### config.mk
export PLATFORM = sky130hd
export DESIGN_NAME = oil_temp_linearize_average_core
export DESIGN_NICKNAME = d
export VERILOG_FILES = /design/src/hdl/otla_pkg.sv /design/src/hdl/otla_ram.sv /design/src/hdl/otla_div.sv /design/src/hdl/otla_dp.sv /design/src/hdl/otla_ctrl.sv /design/src/hdl/oil_temp_linearize_average_core.sv
export SDC_FILE = /design/constraint.sdc
export NUM_CORES = 1
export LEC_CHECK = 0
export BUFFER_PORTS_ARGS = -buffer_cell sky130_fd_sc_hd__buf_2
export CORE_ASPECT_RATIO = 1.1
export CORE_UTILIZATION = 55
export CTS_CLUSTER_DIAMETER = 30
export CTS_CLUSTER_SIZE = 10
export DETAILED_ROUTE_END_ITERATION = 8
export PLACE_DENSITY = 0.74
export SLEW_MARGIN = 20
export SYNTH_ARGS = -nofsm -noshare
export SYNTH_HDL_FRONTEND = slang
export SYNTH_SLANG_ARGS = --single-unit
### constraint.sdc
create_clock -name aclk -period 7.7 [get_ports aclk]
set_clock_uncertainty 0.1 [all_clocks]
set_input_delay 0.385 -clock aclk [delete_from_list [all_inputs] [get_ports aclk]]
set_output_delay 0.385 -clock aclk [all_outputs]
set_load 0.01 [all_outputs]
### src/hdl/otla_pkg.sv
package otla_pkg;

    // Window depth used when the top level is not overridden.
    localparam int WINDOW_DEFAULT = 70;

    // Temperature range of the sensor curve, in degrees C.
    localparam int TEMP_MIN = 20;
    localparam int TEMP_MAX = 100;

    // Field widths.
    localparam int RES_W     = 16;
    localparam int TEMP_W    = 7;
    localparam int CFG_W     = 16;
    localparam int IDX_W     = 2;
    localparam int SPAN_W    = 6;
    localparam int RCP_W     = 11;
    localparam int RCP_SHIFT = 12;
    localparam int PROD_W    = SPAN_W + RCP_W;

    // Configuration register indexes.
    localparam logic [IDX_W-1:0] CFG_ALARM_LIMIT = 2'd0;
    localparam logic [IDX_W-1:0] CFG_SENSOR_LO   = 2'd1;
    localparam logic [IDX_W-1:0] CFG_SENSOR_HI   = 2'd2;

    // Configuration reset values.
    localparam logic [TEMP_W-1:0] ALARM_LIMIT_RST = 7'd90;
    localparam logic [CFG_W-1:0]  SENSOR_LO_RST   = 16'd300;
    localparam logic [CFG_W-1:0]  SENSOR_HI_RST   = 16'd60000;

    // Piecewise-linear sensor curve: each segment starts at SEG_LO with the
    // temperature SEG_T0. SEG_RCP is the segment slope (rise over span)
    // scaled by 2^RCP_SHIFT and rounded up; for every offset inside the
    // segment the top bits of offset * SEG_RCP equal the truncated quotient.
    localparam int SEG_COUNT = 14;
    localparam logic [RES_W-1:0] RES_TOP = 16'd1385;

    localparam logic [RES_W-1:0] SEG_LO [SEG_COUNT] = '{
        16'd1077, 16'd1116, 16'd1155, 16'd1174, 16'd1194, 16'd1213, 16'd1232,
        16'd1251, 16'd1270, 16'd1289, 16'd1309, 16'd1328, 16'd1347, 16'd1366
    };
    localparam logic [TEMP_W-1:0] SEG_T0 [SEG_COUNT] = '{
        7'd20, 7'd30, 7'd40, 7'd45, 7'd50, 7'd55, 7'd60,
        7'd65, 7'd70, 7'd75, 7'd80, 7'd85, 7'd90, 7'd95
    };
    localparam logic [RCP_W-1:0] SEG_RCP [SEG_COUNT] = '{
        11'd1051, 11'd1051, 11'd1078, 11'd1024, 11'd1078, 11'd1078, 11'd1078,
        11'd1078, 11'd1078, 11'd1024, 11'd1078, 11'd1078, 11'd1078, 11'd1078
    };

    typedef struct packed {
        logic [RES_W-1:0]  lo;
        logic [TEMP_W-1:0] t0;
        logic [RCP_W-1:0]  rcp;
    } otla_seg_t;

    // Selects the segment that holds r. Outside the curve the slope is zero,
    // so the interpolation term vanishes.
    function automatic otla_seg_t seg_lookup(input logic [RES_W-1:0] r);
        otla_seg_t seg;
        seg.lo  = '0;
        seg.t0  = TEMP_W'(TEMP_MIN);
        seg.rcp = '0;
        for (int k = 0; k < SEG_COUNT; k++) begin
            if (r >= SEG_LO[k]) begin
                seg.lo  = SEG_LO[k];
                seg.t0  = SEG_T0[k];
                seg.rcp = SEG_RCP[k];
            end
        end
        if (r >= RES_TOP) begin
            seg.lo  = '0;
            seg.t0  = TEMP_W'(TEMP_MAX);
            seg.rcp = '0;
        end
        return seg;
    endfunction

    // Controller states.
    typedef enum logic [4:0] {
        ST_IDLE  = 5'b00001,
        ST_LIN   = 5'b00010,
        ST_UPD   = 5'b00100,
        ST_SWAIT = 5'b01000,
        ST_OUT   = 5'b10000
    } otla_state_t;

    // Commands from the controller to the datapath.
    typedef struct packed {
        logic lat_in;
        logic div_start;
        logic ram_rd;
        logic win_upd;
        logic filt_load;
        logic out_load;
    } otla_cmd_t;

    // Status from the datapath to the controller.
    typedef struct packed {
        logic div_busy;
    } otla_status_t;

endpackage

### src/hdl/otla_ram.sv
module otla_ram #(
    parameter int WIDTH = 8,
    parameter int DEPTH = 16
) (
    input  logic                     aclk,
    input  logic                     wr_en,
    input  logic [$clog2(DEPTH)-1:0] wr_addr,
    input  logic [WIDTH-1:0]         wr_data,
    input  logic                     rd_en,
    input  logic [$clog2(DEPTH)-1:0] rd_addr,
    output logic [WIDTH-1:0]         rd_data
);

    logic [WIDTH-1:0] mem [DEPTH];

    always_ff @(posedge aclk) begin
        if (wr_en) begin
            mem[wr_addr] <= wr_data;
        end
        if (rd_en) begin
            rd_data <= mem[rd_addr];
        end
    end

endmodule

### src/hdl/otla_div.sv
module otla_div #(
    parameter int NUM_W = 16,
    parameter int DEN_W = 8
) (
    input  logic             aclk,
    input  logic             aresetn,
    input  logic             start,
    input  logic [NUM_W-1:0] num,
    input  logic [DEN_W-1:0] den,
    output logic             busy,
    output logic [NUM_W-1:0] quot
);

    // Restoring division, one quotient bit per cycle, most significant first.
    localparam int CNT_W = $clog2(NUM_W);

    logic             busy_reg, busy_next;
    logic [CNT_W-1:0] cnt_reg, cnt_next;
    logic [NUM_W-1:0] q_reg, q_next;
    logic [DEN_W-1:0] rem_reg, rem_next;
    logic [DEN_W-1:0] den_reg, den_next;
    logic [DEN_W:0]   trial;
    logic [DEN_W:0]   diff;

    assign trial = {rem_reg, q_reg[NUM_W-1]};
    assign diff  = trial - {1'b0, den_reg};

    always_comb begin
        busy_next = busy_reg;
        cnt_next  = cnt_reg;
        q_next    = q_reg;
        rem_next  = rem_reg;
        den_next  = den_reg;
        if (start) begin
            busy_next = 1'b1;
            cnt_next  = CNT_W'(NUM_W - 1);
            q_next    = num;
            rem_next  = '0;
            den_next  = den;
        end else if (busy_reg) begin
            if (trial >= {1'b0, den_reg}) begin
                rem_next = diff[DEN_W-1:0];
                q_next   = {q_reg[NUM_W-2:0], 1'b1};
            end else begin
                rem_next = trial[DEN_W-1:0];
                q_next   = {q_reg[NUM_W-2:0], 1'b0};
            end
            cnt_next = cnt_reg - CNT_W'(1);
            if (cnt_reg == '0) begin
                busy_next = 1'b0;
            end
        end
    end

    always_ff @(posedge aclk) begin
        if (!aresetn) begin
            busy_reg <= 1'b0;
            cnt_reg  <= '0;
        end else begin
            busy_reg <= busy_next;
            cnt_reg  <= cnt_next;
        end
        q_reg   <= q_next;
        rem_reg <= rem_next;
        den_reg <= den_next;
    end

    assign busy = busy_reg;
    assign quot = q_reg;

endmodule

### src/hdl/otla_dp.sv
module otla_dp #(
    parameter int WINDOW = otla_pkg::WINDOW_DEFAULT
) (
    input  logic                         aclk,
    input  logic                         aresetn,
    input  otla_pkg::otla_cmd_t          cmd,
    output otla_pkg::otla_status_t       status,
    input  logic [otla_pkg::RES_W-1:0]   res_in,
    input  logic                         cfg_we,
    input  logic [otla_pkg::IDX_W-1:0]   cfg_index,
    input  logic [otla_pkg::CFG_W-1:0]   cfg_data,
    output logic [otla_pkg::TEMP_W-1:0]  filtered_temp,
    output logic                         high_alarm,
    output logic                         sensor_error
);

    localparam int TW     = otla_pkg::TEMP_W;
    localparam int PTR_W  = $clog2(WINDOW);
    localparam int CNT_W  = $clog2(WINDOW + 1);
    localparam int SUM_W  = $clog2(otla_pkg::TEMP_MAX * WINDOW + 1);

    // Configuration registers.
    logic [TW-1:0]                 alarm_lim_reg;
    logic [otla_pkg::CFG_W-1:0]    sens_lo_reg;
    logic [otla_pkg::CFG_W-1:0]    sens_hi_reg;

    always_ff @(posedge aclk) begin
        if (!aresetn) begin
            alarm_lim_reg <= otla_pkg::ALARM_LIMIT_RST;
            sens_lo_reg   <= otla_pkg::SENSOR_LO_RST;
            sens_hi_reg   <= otla_pkg::SENSOR_HI_RST;
        end else if (cfg_we) begin
            case (cfg_index)
                otla_pkg::CFG_ALARM_LIMIT: alarm_lim_reg <= cfg_data[TW-1:0];
                otla_pkg::CFG_SENSOR_LO:   sens_lo_reg   <= cfg_data;
                otla_pkg::CFG_SENSOR_HI:   sens_hi_reg   <= cfg_data;
                default: ;
            endcase
        end
    end

    // Input sample.
    logic [otla_pkg::RES_W-1:0] res_reg;

    always_ff @(posedge aclk) begin
        if (cmd.lat_in) begin
            res_reg <= res_in;
        end
    end

    // Segment selection and interpolation. The top bits of the product of the
    // offset and the scaled slope give the truncated rise within the segment.
    otla_pkg::otla_seg_t          seg;
    logic [otla_pkg::RES_W-1:0]   off;
    logic [otla_pkg::PROD_W-1:0]  lin_prod;
    logic [TW-1:0]                lin_t;
    logic [TW-1:0]                lin_t_reg;

    assign seg      = otla_pkg::seg_lookup(res_reg);
    assign off      = res_reg - seg.lo;
    assign lin_prod = otla_pkg::PROD_W'(off[otla_pkg::SPAN_W-1:0])
                    * otla_pkg::PROD_W'(seg.rcp);
    assign lin_t    = seg.t0 + TW'(lin_prod[otla_pkg::PROD_W-1:otla_pkg::RCP_SHIFT]);

    always_ff @(posedge aclk) begin
        if (cmd.ram_rd) begin
            lin_t_reg <= lin_t;
        end
    end

    // Window state. Slots at or beyond the fill count were never written and
    // read as zero, so the store needs no clearing.
    logic [PTR_W-1:0] wptr_reg, wptr_next;
    logic [CNT_W-1:0] count_reg, count_next;
    logic [SUM_W-1:0] sum_reg, sum_next;
    logic [TW-1:0]    filt_reg, filt_next;
    logic [TW-1:0]    ram_q;
    logic [TW-1:0]    old_t;
    logic [TW-1:0]    new_t;
    logic [SUM_W-1:0] quot;
    logic             div_busy;

    assign new_t = lin_t_reg;
    assign old_t = (CNT_W'(wptr_reg) < count_reg) ? ram_q : '0;

    always_comb begin
        wptr_next  = wptr_reg;
        count_next = count_reg;
        sum_next   = sum_reg - SUM_W'(old_t) + SUM_W'(new_t);
        filt_next  = filt_reg;
        if (count_reg != CNT_W'(WINDOW)) begin
            count_next = count_reg + CNT_W'(1);
        end
        if (wptr_reg == PTR_W'(WINDOW - 1)) begin
            wptr_next = '0;
        end else begin
            wptr_next = wptr_reg + PTR_W'(1);
        end
        if (cmd.filt_load) begin
            filt_next = quot[TW-1:0];
        end
    end

    always_ff @(posedge aclk) begin
        if (!aresetn) begin
            wptr_reg  <= '0;
            count_reg <= '0;
            sum_reg   <= '0;
            filt_reg  <= '0;
        end else begin
            if (cmd.win_upd) begin
                wptr_reg  <= wptr_next;
                count_reg <= count_next;
                sum_reg   <= sum_next;
            end
            filt_reg <= filt_next;
        end
    end

    otla_ram #(
        .WIDTH (TW),
        .DEPTH (WINDOW)
    ) u_window (
        .aclk    (aclk),
        .wr_en   (cmd.win_upd),
        .wr_addr (wptr_reg),
        .wr_data (new_t),
        .rd_en   (cmd.ram_rd),
        .rd_addr (wptr_reg),
        .rd_data (ram_q)
    );

    // Divider for the window average: the updated sum over the updated count.
    otla_div #(
        .NUM_W (SUM_W),
        .DEN_W (CNT_W)
    ) u_div (
        .aclk    (aclk),
        .aresetn (aresetn),
        .start   (cmd.div_start),
        .num     (sum_next),
        .den     (count_next),
        .busy    (div_busy),
        .quot    (quot)
    );

    assign status.div_busy = div_busy;

    // Output word register.
    logic [TW-1:0] out_temp_reg;
    logic          out_alarm_reg;
    logic          out_err_reg;

    always_ff @(posedge aclk) begin
        if (cmd.out_load) begin
            out_temp_reg  <= filt_reg;
            out_alarm_reg <= (filt_reg > alarm_lim_reg);
            out_err_reg   <= (res_reg < sens_lo_reg) || (res_reg > sens_hi_reg);
        end
    end

    assign filtered_temp = out_temp_reg;
    assign high_alarm    = out_alarm_reg;
    assign sensor_error  = out_err_reg;

endmodule

### src/hdl/otla_ctrl.sv
module otla_ctrl (
    input  logic                   aclk,
    input  logic                   aresetn,
    input  logic                   s_tvalid,
    output logic                   s_tready,
    input  logic                   s_tick,
    output logic                   m_tvalid,
    input  logic                   m_tready,
    output otla_pkg::otla_cmd_t    cmd,
    input  otla_pkg::otla_status_t status
);

    otla_pkg::otla_state_t state_reg, state_next;
    logic                  mvalid_reg, mvalid_next;

    always_comb begin
        state_next = state_reg;
        cmd        = '0;
        s_tready   = 1'b0;
        case (state_reg)
            otla_pkg::ST_IDLE: begin
                s_tready = 1'b1;
                if (s_tvalid) begin
                    cmd.lat_in = 1'b1;
                    state_next = s_tick ? otla_pkg::ST_LIN : otla_pkg::ST_OUT;
                end
            end
            otla_pkg::ST_LIN: begin
                cmd.ram_rd = 1'b1;
                state_next = otla_pkg::ST_UPD;
            end
            otla_pkg::ST_UPD: begin
                cmd.win_upd   = 1'b1;
                cmd.div_start = 1'b1;
                state_next    = otla_pkg::ST_SWAIT;
            end
            otla_pkg::ST_SWAIT: begin
                if (!status.div_busy) begin
                    cmd.filt_load = 1'b1;
                    state_next    = otla_pkg::ST_OUT;
                end
            end
            otla_pkg::ST_OUT: begin
                if (!mvalid_reg || m_tready) begin
                    cmd.out_load = 1'b1;
                    state_next   = otla_pkg::ST_IDLE;
                end
            end
            default: begin
                state_next = otla_pkg::ST_IDLE;
            end
        endcase
    end

    always_comb begin
        mvalid_next = mvalid_reg;
        if (cmd.out_load) begin
            mvalid_next = 1'b1;
        end else if (m_tready) begin
            mvalid_next = 1'b0;
        end
    end

    always_ff @(posedge aclk) begin
        if (!aresetn) begin
            state_reg  <= otla_pkg::ST_IDLE;
            mvalid_reg <= 1'b0;
        end else begin
            state_reg  <= state_next;
            mvalid_reg <= mvalid_next;
        end
    end

    assign m_tvalid = mvalid_reg;

endmodule

### src/hdl/oil_temp_linearize_average_core.sv
// Channel  | Direction | Ports                              | Word contents
// ---------+-----------+------------------------------------+---------------------------------
// s_       | in        | s_tvalid s_tready s_tdata s_tuser  | res (tdata), sample_tick (tuser)
// m_       | out       | m_tvalid m_tready m_tdata          | filtered_temp, high_alarm,
//          |           |                                    | sensor_error
// cfg_     | in        | cfg_valid cfg_ready cfg_index      | register index and value
//          |           | cfg_data                           |
//
// A word without a tick goes straight to the output stage, which loads the result
// as soon as the output register is empty or its word is being taken on m_.
// A word with a tick goes through accept, linearize and read the oldest entry,
// update the window, restoring division for the average (the window sum SUM_W is
// 13 bits at the default window of 70), and the output load, which waits in the
// same way for the output register.
// Reset is synchronous and active low; the window store needs no clearing pass.
// A word is taken only while the controller is idle; a finished result waits in
// the output register, and the next word is accepted while it waits.
module oil_temp_linearize_average_core #(
    parameter int WINDOW = otla_pkg::WINDOW_DEFAULT
) (
    input  logic                        aclk,
    input  logic                        aresetn,

    // Input stream.
    input  logic                        s_tvalid,
    output logic                        s_tready,
    input  logic [15:0]                 s_tdata,   // [15:0] res
    input  logic                        s_tuser,   // [0] sample_tick

    // Result stream.
    output logic                        m_tvalid,
    input  logic                        m_tready,
    output logic [15:0]                 m_tdata,   // [6:0] filtered_temp, [7] high_alarm,
                                                   // [8] sensor_error, [15:9] zero

    // Configuration writes.
    input  logic                        cfg_valid,
    output logic                        cfg_ready,
    input  logic [otla_pkg::IDX_W-1:0]  cfg_index,
    input  logic [otla_pkg::CFG_W-1:0]  cfg_data
);

    otla_pkg::otla_cmd_t          cmd;
    otla_pkg::otla_status_t       status;
    logic [otla_pkg::TEMP_W-1:0]  filtered_temp;
    logic                         high_alarm;
    logic                         sensor_error;

    // Configuration writes are always taken and go straight into the configuration registers.
    assign cfg_ready = 1'b1;

    // The controller sequences the datapath and owns both handshakes.
    otla_ctrl u_ctrl (
        .aclk     (aclk),
        .aresetn  (aresetn),
        .s_tvalid (s_tvalid),
        .s_tready (s_tready),
        .s_tick   (s_tuser),
        .m_tvalid (m_tvalid),
        .m_tready (m_tready),
        .cmd      (cmd),
        .status   (status)
    );

    // The datapath holds the configuration, the window, the divider and the
    // output word register.
    otla_dp #(
        .WINDOW (WINDOW)
    ) u_dp (
        .aclk          (aclk),
        .aresetn       (aresetn),
        .cmd           (cmd),
        .status        (status),
        .res_in        (s_tdata),
        .cfg_we        (cfg_valid),
        .cfg_index     (cfg_index),
        .cfg_data      (cfg_data),
        .filtered_temp (filtered_temp),
        .high_alarm    (high_alarm),
        .sensor_error  (sensor_error)
    );

    // Pack the result fields from the lowest bit up and pad to whole bytes.
    assign m_tdata = {7'b0, sensor_error, high_alarm, filtered_temp};

endmodule

## Word-level counts from Yosys, hierarchy flattened

Memories as Yosys holds them, arrays and structs flattened. A register that Yosys moved wholly into a read port is not among the register bits.
Cells that the tools add are included.

- $add $sub $neg: 8
- Magnitude comparators: 20
- Multipliers: 1
- Mux-type cells: 45
- Bitwise logic cells: 1
- Equality and inequality tests: 12
- Reductions and logical operators: 12

Operators by type and width:

| cell | number |
|---|---|
| 24-bit 2-to-1 mux | 15 |
| 16-bit by 11-bit greater-or-equal comparator with 1-bit output (second input constant) | 15 |
| 7-bit 2-to-1 mux | 4 |
| 13-bit 2-to-1 mux | 2 |
| 5-bit one-hot mux with 5 select lines | 1 |
| 5-bit 2-to-1 mux | 4 |
| 6-bit by 11-bit multiplier with 17-bit output | 1 |
| 1-bit 2-to-1 mux | 17 |
| 16-bit greater-than comparator | 1 |
| 16-bit < comparator | 1 |
| 7-bit by 1-bit adder with 7-bit output (second input constant) | 2 |
| 13-bit by 7-bit adder with 13-bit output | 1 |
| 13-bit by 7-bit subtractor with 13-bit output | 1 |
| 8-bit by 7-bit greater-or-equal comparator with 1-bit output | 1 |
| 4-bit 2-to-1 mux | 2 |
| 7-bit by 5-bit adder with 7-bit output | 1 |
| 7-bit equality test (second input constant) | 1 |
| 7-bit greater-than comparator | 1 |
| 7-bit < comparator | 1 |
| 7-bit != test (second input constant) | 1 |
| 7-bit subtractor | 1 |
| 2-bit AND reduction | 3 |
| 6-bit subtractor | 1 |
| 5-bit by 1-bit equality test with 1-bit output (second input constant) | 1 |
| other kinds (17) | 20 |

- RAM bits: 490
- Input port bits: 40
- Register bits after elaboration: 143
- Logic and storage cells: 120
- Memories kept: 1

Memories:

| memory | words | bits a word | rd ports | clocked after memory_dff | write ports | RTL line | text |
|---|---|---|---|---|---|---|---|
| u_dp.u_window.mem | 70 | 7 | 1 | 1 | 1 | otla_ram.sv:14 | `logic [WIDTH-1:0] mem [DEPTH];` |

## Longest topological paths before layout

- Depth after elaboration: 19
- Mapped depth: 38
- Gate-level depth less buffers: 37

## Hierarchy

From an unflattened synthesis, not the netlist that was laid out.

- Cell total of the unflattened synthesis: 2129
- Area total of the unflattened synthesis: 29901.2 µm²

By module, submodules not included:

| module | sequential area each (µm²) | area each (µm²) | times used | cells each |
|---|---|---|---|---|
| otla_ram | 14924.3 | 19687.6 | 1 | 1013 |
| otla_dp | 2422.3 | 7925.1 | 1 | 892 |
| otla_div | 840.8 | 1824.2 | 1 | 165 |
| otla_ctrl | 120.1 | 381.6 | 1 | 47 |
| oil_temp_linearize_average_core | 0.0 | 82.6 | 1 | 12 |

## Worst setup path after synthesis

No wires, ideal clock.

- Path kind: register to register
- From: register u_dp.res_reg[2] (netlist bit)
- To: register u_dp.lin_t_reg[6] (data pin)
- Arrival: 7.564 ns
- Path buffers: 0
- Setup time: 0.273 ns
- Setup slack: -0.237 ns
- Stages on the path, launching flop included: 36
- Path through: edfxtp_1 -> a31o_1 -> a2111oi_0 -> o21ai_1 -> o21ai_2 -> nand2b_1 -> a21oi_1 -> a31oi_1 -> o31ai_1 -> ha_1 -> o21a_1 -> o21ai_1 -> a21oi_1 -> a2111oi_0 -> xor2_1 -> nor2_1 -> fa_1 -> inv_1 -> fa_1 -> fa_1 -> inv_1 -> ha_1 -> nand2_1 -> o31ai_2 -> nand3_1 -> a21oi_1 -> nor2b_1 -> xnor2_1 -> ha_1 -> fa_1 -> a21oi_1 -> nor2_1 -> nor2_1 -> o21bai_1 -> a21oi_1 -> a21oi_1

- Cells in the longest elaborated chain, start to end: 19
- Elaborated cells between the ends (all ways): 33

Ends and longest elaborated chain:

| item | RTL line | text |
|---|---|---|
| start, declared | otla_dp.sv:43 | `logic [otla_pkg::RES_W-1:0] res_reg;` |
| start signal, assigned | otla_dp.sv:47 | `res_reg <= res_in;` |
| 16-bit by 11-bit greater-or-equal comparator with 1-bit output | otla_pkg.sv:64 | `if (r >= SEG_LO[k]) begin` |
| 24-bit 2-to-1 mux (14 in a row) | otla_pkg.sv:64 |  |
| 24-bit 2-to-1 mux | otla_pkg.sv:70 | `if (r >= RES_TOP) begin` |
| 6-bit subtractor | otla_dp.sv:60 | `assign off = res_reg - seg.lo;` |
| 6-bit by 11-bit multiplier with 17-bit output | otla_dp.sv:62 | `* otla_pkg::PROD_W'(seg.rcp);` |
| 7-bit by 5-bit adder with 7-bit output * | otla_dp.sv:63 | `assign lin_t = seg.t0 + TW'(lin_prod[otla_pkg::PROD_W-1:otla_pkg::RCP_SHIFT]);` |
| named net u_dp.lin_t[6] | otla_dp.sv:56 | `logic [TW-1:0] lin_t;` |
| end signal, assigned | otla_dp.sv:67 | `lin_t_reg <= lin_t;` |
| end, declared | otla_dp.sv:57 | `logic [TW-1:0] lin_t_reg;` |

The timed path passes the listed nets; every way through them passes the cells marked *.
A chain may end at the register's enable or synchronous reset.

## Worst setup path in the final report

- From: register u_dp.res_reg[12] (netlist bit)
- To: register u_dp.lin_t_reg[6] (data pin)

- Cells in the longest elaborated chain, start to end: 19
- Elaborated cells between the ends (all ways): 33

Ends and longest elaborated chain:

| item | RTL line |
|---|---|
| 16-bit by 11-bit greater-or-equal comparator with 1-bit output | otla_pkg.sv:64 |
| 24-bit 2-to-1 mux (14 in a row) | otla_pkg.sv:64 |
| 24-bit 2-to-1 mux * | otla_pkg.sv:70 |
| 6-bit subtractor | otla_dp.sv:60 |
| 6-bit by 11-bit multiplier with 17-bit output | otla_dp.sv:62 |
| 7-bit by 5-bit adder with 7-bit output * | otla_dp.sv:63 |
| named net u_dp.lin_t[6] | otla_dp.sv:56 |

Marked as above.

==> impl_metrics.tcl <==
set metrics [dict create \
    antenna_left 0 \
    area_delta_synth_final_pct 20.4 \
    timing.final.ws_setup_ns 0.0631 \
    grt_pass1_wl_mm 108 \
    synth_cells 2156 \
    wl_per_cell_um 22.9 \
    viasPerCell 6.17 \
    tritoncts "built" \
    synth_warnings 0 \
    synth_xor_area_share_pct 1.27 \
    largest_reg_flops 490 \
    rsz0062_at_grt "true" \
    clock-sinks 640 \
    cp_max_fo 3 \
    tns_ns 0 \
    dr_total_vias 19200 \
    fmax_mhz 131 \
    final_nets 2536 \
    netlist-cell-type-count 84 \
    mostFrequentLayoutCell "edfxtp_1" \
    antenna_found_initial 0 \
    seq_area_frac_synth_pct 64.6 \
    row_count 86 \
    async_flop_share_pct 0 \
    ctsHtreeMaxLevel 3 \
    place.gp.congestion 0.859 \
    p_per_area_nw_per_um2 264 \
    drt_iter0_drc 2046 \
    postRouteWirelength_mm 71.3 \
    synth.avg_cell_area_um2 13.2 \
    coreArea_um2 50500 \
    leakage_nw 12.3 \
    drive_above_1_share_pct 17.8 \
    synth_area_um2 28400 \
    drcViolationCount 0 \
    start_util_pct 56.2 \
    slowest_delay_ns 0.58 \
    numCtsBuffers 105 \
    post-place-ws_ns -0.394 \
    clk_path_buf_depth 3 \
    fin_crit_ns 7.64 \
    diodes 0 \
    synth-simple-area-share_pct 8.38 \
    portBuffers 50 \
    layout_common_cells "edfxtp_1 (549), nor2_1 (158), nand2_1 (145)" \
    final_cell_area_um2 34200 \
    start_kind "register" \
    gr-total-overflow 0 \
    drv_cap 0 \
    synth_top_family_by_area "compound AO/OA/AOI/OAI gates" \
    dpl_cell_area_um2 29900 \
    grt_pass1_vias 19100 \
    cts_root_buffer "clkbuf_16" \
    die-area_um2 52500 \
    cp-end-kind "register" \
    grt_max_degree 79 \
    cp.arrival_ns 7.91 \
    die_h_um 240 \
    peakVddDrop_mv 0.224 \
    synth_edf_count 549 \
    cpMaxStageDelayCell "or4_4" \
    cp_data_required_time_ns 7.97 \
    slew_headroom_pct 38.5 \
    hold_viol 0 \
    drtPass1Iterations 8 \
    synth-compound-area-share_pct 14.0 \
    pin_count 59 \
    hold_class "input pin to register" \
    path_clk_slew_ns 0.05 \
    fin_util_pct 67.7 \
    regMostFlops "u_dp.u_window.mem" \
    outcome "finished, final reports clean" \
    dpl.hpwl_mm 42.6 \
    ys_seq_elements 640 \
    fin_crit_sh_pct 99.2 \
    final_max_slew_viol_count 0 \
    ys.flop_type "edfxtp_1" \
    worst_slew_pin_slew_ns 0.923 \
    die_w_um 219 \
    clk_latency_ns 0.65 \
    synthAdderAreaFrac_pct 6.15 \
    num-fill-cells 3411 \
    grt_use_total_pct 27.4 \
    finalSetupViolCount 0 \
    synthMuxAreaShare_pct 2.02 \
    worstSetupPathType "register to register" \
]
==> worst paths after layout <==
check              startpoint               endpoint  slack (ns)  depth (start not counted)
min reg2reg  u_dp.filt_reg[0]  u_dp.filtered_temp[0]        0.36                          0
max          u_dp.res_reg[12]      u_dp.lin_t_reg[6]        0.06                         38
max reg2reg  u_dp.res_reg[12]      u_dp.lin_t_reg[6]        0.06                         38
min              cfg_index[1]  u_dp.alarm_lim_reg[1]        0.19                          4
==> power by group <==
| part | total [mW] | leakage [nW] | switching, mW | internal, mW |
|---|---|---|---|---|
| Combinational | 0.525 | 4.80 | 0.295 | 0.230 |
| Sequential | 3.82 | 5.72 | 0.0318 | 3.79 |
| Clock | 4.66 | 1.73 | 1.65 | 3.02 |
| Total | 9.01 | 12.3 | 1.98 | 7.03 |
==> what timing repair did <==
item / CTS / global route
gates resized for setup: 26 / 18
hold buffers: 35 / 0
endpoints found under the setup margin: 5 / 6
endpoints found under the hold margin: 59 / 0
pin swaps: 36 / 21
buffers inserted: 9 / 8
==> per-layer routing <==
layer / vias up / share of wire, % / wire length [um] / global-route usage (%)
li1: 8616 / - / - / -
met1: 9465 / 39 / 27800 / 35.3
met2: 964 / 49 / 34700 / 44.9
met3: 184 / 8.8 / 6250 / 5.48
met4: 0 / 3.5 / 2490 / 11.9
met5: - / 0 / 0 / 0
==> cell families after synthesis <==
family                   after synthesis
AND/OR/NAND/NOR                      499
XOR/XNOR                              41
other                                  2
multiplexers                          49
adder cells (fa/ha/maj)              125
buffers and inverters                248
AO/OA/AOI/OAI                        552
flip-flops                           640
==> Yosys cell counts, drive strengths merged, types with 29 or more instances <==
library cell / instances / area (um^2)
dfxtp: 91 / 1820
nand3: 33 / 165
nor2: 163 / 614
nor2b: 30 / 188
edfxtp: 549 / 16500
a22o: 40 / 350
clkbuf: 53 / 199
inv: 137 / 514
a21oi: 85 / 425
xnor2: 29 / 254
nand4: 33 / 206
ha: 101 / 1260
a22oi: 125 / 938
nand2: 147 / 554
buf: 58 / 307
a221oi: 40 / 350
a21boi: 40 / 300
o21ai: 69 / 357
==> metrics by stage <==
| step | cells | hold WS (ns) | power (mW) |
|---|---|---|---|
| after floorplan | 2162 | 0.330 | 4.18 |
| after global placement | 2872 | 0.353 | 4.33 |
| after detailed placement | 2872 | 0.357 | 4.35 |
| after CTS | 3107 | 0.155 | 9.02 |
| after global routing | 3115 | 0.217 | 9.25 |
| final | 3115 | 0.194 | 9.01 |
==> worst max-delay path: cells and delay by family (launching register included) <==
kind                       cells  cell delay [ns]
buffers and inverters          5             0.48
and+or+nand+nor               10             1.74
DFF                            1             0.39
xor gates and xnor gates       2             0.34
AOI/OAI and AO/OA             15             2.19
adders and majority gates      6             2.11
==> layout make-up <==
type | instances | area [um^2] | area share, %
well taps | 660 | 826 | 2.42
flip-flops and latches | 640 | 18300 | 53.6
clock buffers | 122 | 2720 | 7.97
repair buffers | 213 | 1570 | 4.60
clock inverters | 69 | 872 | 2.55
inverters | 137 | 514 | 1.51
multi-input cells | 1274 | 9340 | 27.3
Power figures use the tool's default switching activity.
